===== src/hdl/hpm_ram.sv =====
`timescale 1ns / 1ps
`default_nettype none
// ----------------------------------------------------------------------------
// hpm_ram
// generic single write port ram with one registered read port
// ----------------------------------------------------------------------------
module hpm_ram #(
    parameter int WIDTH = 8,
    parameter int DEPTH = 256
) (
    input  logic                     clk,
    input  logic                     wr_en,
    input  logic [$clog2(DEPTH)-1:0] wr_addr,
    input  logic [WIDTH-1:0]         wr_data,
    input  logic [$clog2(DEPTH)-1:0] rd_addr,
    output logic [WIDTH-1:0]         rd_data
);

    logic [WIDTH-1:0] mem [DEPTH];

    always_ff @(posedge clk)
    begin
        if (wr_en)
        begin
            mem[wr_addr] <= wr_data;
        end
        rd_data <= mem[rd_addr];
    end

endmodule
`default_nettype wire

===== config.mk =====
export PLATFORM = sky130hd
export DESIGN_NAME = hpm_ram
export DESIGN_NICKNAME = d
export VERILOG_FILES = /design/src/hdl/hpm_ram.sv
export SDC_FILE = /design/constraint.sdc
export NUM_CORES = 2
export LEC_CHECK = 0
export BUFFER_PORTS_ARGS = -buffer_cell sky130_fd_sc_hd__buf_4
export CAP_MARGIN = 20
export CORE_AREA = 5 5 326 392
export CTS_CLUSTER_SIZE = 14
export DETAILED_ROUTE_END_ITERATION = 16
export DIE_AREA = 0 0 331 397
export GPL_TIMING_DRIVEN = 0
export HOLD_SLACK_MARGIN = 0.06
export PLACE_DENSITY = 0.84
export REMOVE_ABC_BUFFERS = 1
export SYNTH_ARGS = -nofsm -noshare
export SYNTH_HDL_FRONTEND = slang
export SYNTH_SLANG_ARGS = --single-unit

===== constraint.sdc =====
create_clock -name clk -period 3.35 [get_ports clk]
set_input_delay 0.5025 -clock clk [delete_from_list [all_inputs] [get_ports clk]]
set_output_delay 0.5025 -clock clk [all_outputs]
set_load 0.01 [all_outputs]

# Word-level counts from Yosys, hierarchy flattened
# Memory sizes are Yosys's and may differ from the RTL's. A register that Yosys moved wholly into a read port is not among the register bits.
# Cells that the tools add are included.
# totals
ff_bits	0
mem_count	1
word_cells	3
output_inout_bits	8
ramBits	2048
# memory_table
memory	words	word_bits	read_ports	rd_clocked_by_memory_dff	write_ports	line_no	text
mem	256	8	1	1	1	19	logic [WIDTH-1:0] mem [DEPTH];
# op_classes
mux	2
# ops
cell	n
$mux 1	2

# Depth between registers and ports, before layout
# depth
depth_word	2
ltp_mapped	11
mapped_depth_nobuf	6

# Least setup slack after synthesis
# OpenSTA, ideal clock, no wires.
# synth_timing
kind	input -> register
start	input port rd_addr[0]
end	register rd_data[2] (read register of mem)
arrival_ps	2309
setup_time_ps	131
required_time_ps	3219
path_stages	9
path_buffers	4
path_slack_ps	910
path_cell_list	buf_6 > buf_12 > buf_8 > buf_2 > mux4_2 > a22oi_1 > a21oi_1 > nor4_1 > nor4_2
# synth_rtl
element	line_no	text
start: declaration	15	input logic [$clog2(DEPTH)-1:0] rd_addr,
end: declaration	16	output logic [WIDTH-1:0] rd_data

==> metrics <==
failing checks=negative setup slack; via count=42500; total gr overflow=0; DRC errors left=0; Synth Instances=3733; Hold Vio Cnt, Final=0; cell area after synthesis=79560 sq um; Clock transition at path regs=0.06 ns; Async SR Flop Fraction=0%; crit path DAT=4.12 ns; Core Area=123800 sq um; # fillers=6406; register area share after synthesis=77.50%; crit path capture type=flip-flop; R2R Path End=rd_data[2]$_DFF_P_; CP Depth=9; die area=131400 sq um; CTS Buf Count=179; worst IR drop on VDD=0.5922 mV; Max Fclk=285.8 MHz; Global Route Usage Sum=34.02%; # clock sinks=2056; max_cap viols=0; Post-Route Utilization=70.74%; I/O Buffers=33; Worst Path Required=3.98 ns; Main synth FF type=edfxtp_1; Tightest Hold Check Type=in -> reg; Hold Path Sink=mem[58][6]$_DFFE_PP_; Clk Latency, worst-skew pair=0.81 ns; Final Skew=0.02838 ns; share of the synthesized area in the top cell type=77.30%; Yosys cell types=55; gp weighted congestion=0.8726; Reg-to-Reg Start=mem[162][2]$_DFFE_PP_; initial antenna violation count=8; CTS tree=built; first-pass GRT wire length=314.3 mm; critical path peak fanout=59; largest net degree at the start of global routing=174; fin crit share=104.5%; Seq cells post-synth=2056; Final WS setup=-0.1492 ns; # IOs=34; most frequent CP cell=nor4_1; Longest Clk Path Bufs=3; Synth area leaders=edfxtp_1 (77%), mux4_2 (13%), mux2i_1 (1.7%); CP startpoint kind=primary input; CTS root buf=clkbuf_16; Initial Util=64.24%; FP Rows=142; crit-path cells=clkbuf_8, clkinv_4, buf_16, nor2_2, a22oi_1, a31oi_1, nor4_1, buf_2, nor4_1; share of cells above drive strength 1=21.16%; LEAKAGE=26.88 nW; CTS Hold Buffers Added=0; min cycle time layout=3.499 ns; Worst Max-Slew Pin Slew=1.221 ns; Initial DRC Count=8260; unrepaired setup endpoints after global routing=yes; vias per inst=7.630; setup TNS=-0.6037 ns; outcome=finished with violations; hold path startpoint=wr_data[6]; CP top delay family=buffers and inverters; Slew Viols, Final=0; DIE HEIGHT=397 um; critical path class=in -> reg; Largest stage delay, worst path=0.67 ns; yosys warns=0; pwr dens=584.9 nW/um^2; H-Tree Depth=4; Synth top cells by count=edfxtp_1 (2048), mux4_2 (454), nor2_1 (282); Die Wd=331 um; Final #Nets=3809; Bufs and invs on worst path=4; first-pass detailed-route iteration total=6; Final Setup Violations=13; Final HPWL DP=111.7 mm; number of routed nets with antenna violations=0; R2R cell count=6; biggest area consumer among synthesized cells=edfxtp_1; Hold Path Cell Cnt=1; vias in the first global route=42810; Synth Area per Inst=21.31 sq um; Post-synth EDFFs=2048; final WL=222.4 mm; Area Overhead vs Synth=10.11%; R2R Setup Slk=0.45 ns; max_slew headroom=18.59%; top-count cell post-synth=edfxtp_1; Slowest-stage cell, CP=nor4_1; Wirelength per Cell=39.93 um
[sequential cells by signal, summed over array words and instances, names as in the netlist]
name	flops
mem	2048
rd_data	8
[final cells by class]
| type | count | area (sq um) | share of cell area [%] |
|---|---|---|---|
| antenna | 10 | 25.02 | 0.02857 |
| clock inverter | 57 | 415.4 | 0.4742 |
| clock buffer | 245 | 5031 | 5.743 |
| tap | 1656 | 2072 | 2.365 |
| multi-input combinational | 1442 | 16630 | 18.98 |
| sequential | 2056 | 61660 | 70.39 |
| inverter | 2 | 12.51 | 0.01428 |
| timing repair buffer | 102 | 1754 | 2.003 |
[what timing repair did]
item                                   in CTS  in global routing
cloned                                      5                  3
resized for setup                          18                  6
endpoints found under the hold margin       0                  0
setup endpoints to repair                   8                  8
buffers inserted                            3                  0
pin swaps                                   0                  0
[metrics by stage]
stage | power [mW] | area (sq um) | hold WS [ns] | cells | worst slack (ns)
2_1_floorplan | 29.93 | 78110 | 0.6014 | 3500 | 0.4397
3_3_place_gp | 31.60 | 80430 | 0.8970 | 5189 | -9.305
3_5_place_dp | 31.42 | 81760 | 0.8956 | 5247 | -1.868
4_1_cts | 50.95 | 87480 | 0.1577 | 5557 | 0.003469
5_1_grt | 52.37 | 87570 | 0.1718 | 5560 | -0.06105
6_report | 51.23 | 87600 | 0.1478 | 5570 | -0.1492
[worst register-to-register path, stage by stage (launching register included)]
cell and delay (ns):
edfxtp_1 0.45, mux4_2 0.29, o22a_1 0.14, o21ai_0 0.19
a2111oi_1 0.93, nor3_1 0.29, nor4_2 0.49
[kinds of logic after synthesis]
| family | Yosys count | synth area share, % |
|---|---|---|
| AO/OA/AOI/OAI | 385 | 3.419 |
| buffers and inverters | 235 | 1.831 |
| flip-flops | 2056 | 77.50 |
| multiplexers | 591 | 14.62 |
| AND/OR/NAND/NOR | 466 | 2.628 |
[how the worst max path moves through the flow]
stage,from,endpoint,slack [ns]
floorplan,rd_addr[2],rd_data[6]$_DFF_P_,0.44
global placement,rd_addr[0],rd_data[4]$_DFF_P_,-9.31
detailed placement,rd_addr[2],rd_data[5]$_DFF_P_,-1.87
CTS,rd_addr[1],rd_data[4]$_DFF_P_,0.003
global route,rd_addr[0],rd_data[5]$_DFF_P_,-0.06
finish,rd_addr[2],rd_data[5]$_DFF_P_,-0.15
[power breakdown]
part	leakage [nW]	switching, mW	internal, mW	total, mW
registers	18.5	0.0352	28.4	28.4
clock network	2.66	9.20	10.9	20.1
logic	5.74	1.84	0.922	2.76
total	26.9	11.1	40.2	51.2
[cell usage in the layout (no fill, tap or decap), types with 46 or more instances in the layout]
master     count
clkbuf_1      48
mux4_2       454
nor2_1       278
a21oi_1       96
mux2i_1      134
a22oi_1      133
clkbuf_16    193
o221ai_1      46
edfxtp_1    2048
[metal layers]
layer / wire (um) / vias up / global-route usage (%)
li1: - / 15750 / -
met1: 66340 / 21310 / 42.11
met2: 108300 / 4380 / 54.16
met3: 28140 / 1063 / 8.482
met4: 19660 / 2 / 22.34
met5: 11 / - / 0
No activity file was read; power rests on OpenSTA's default activity.
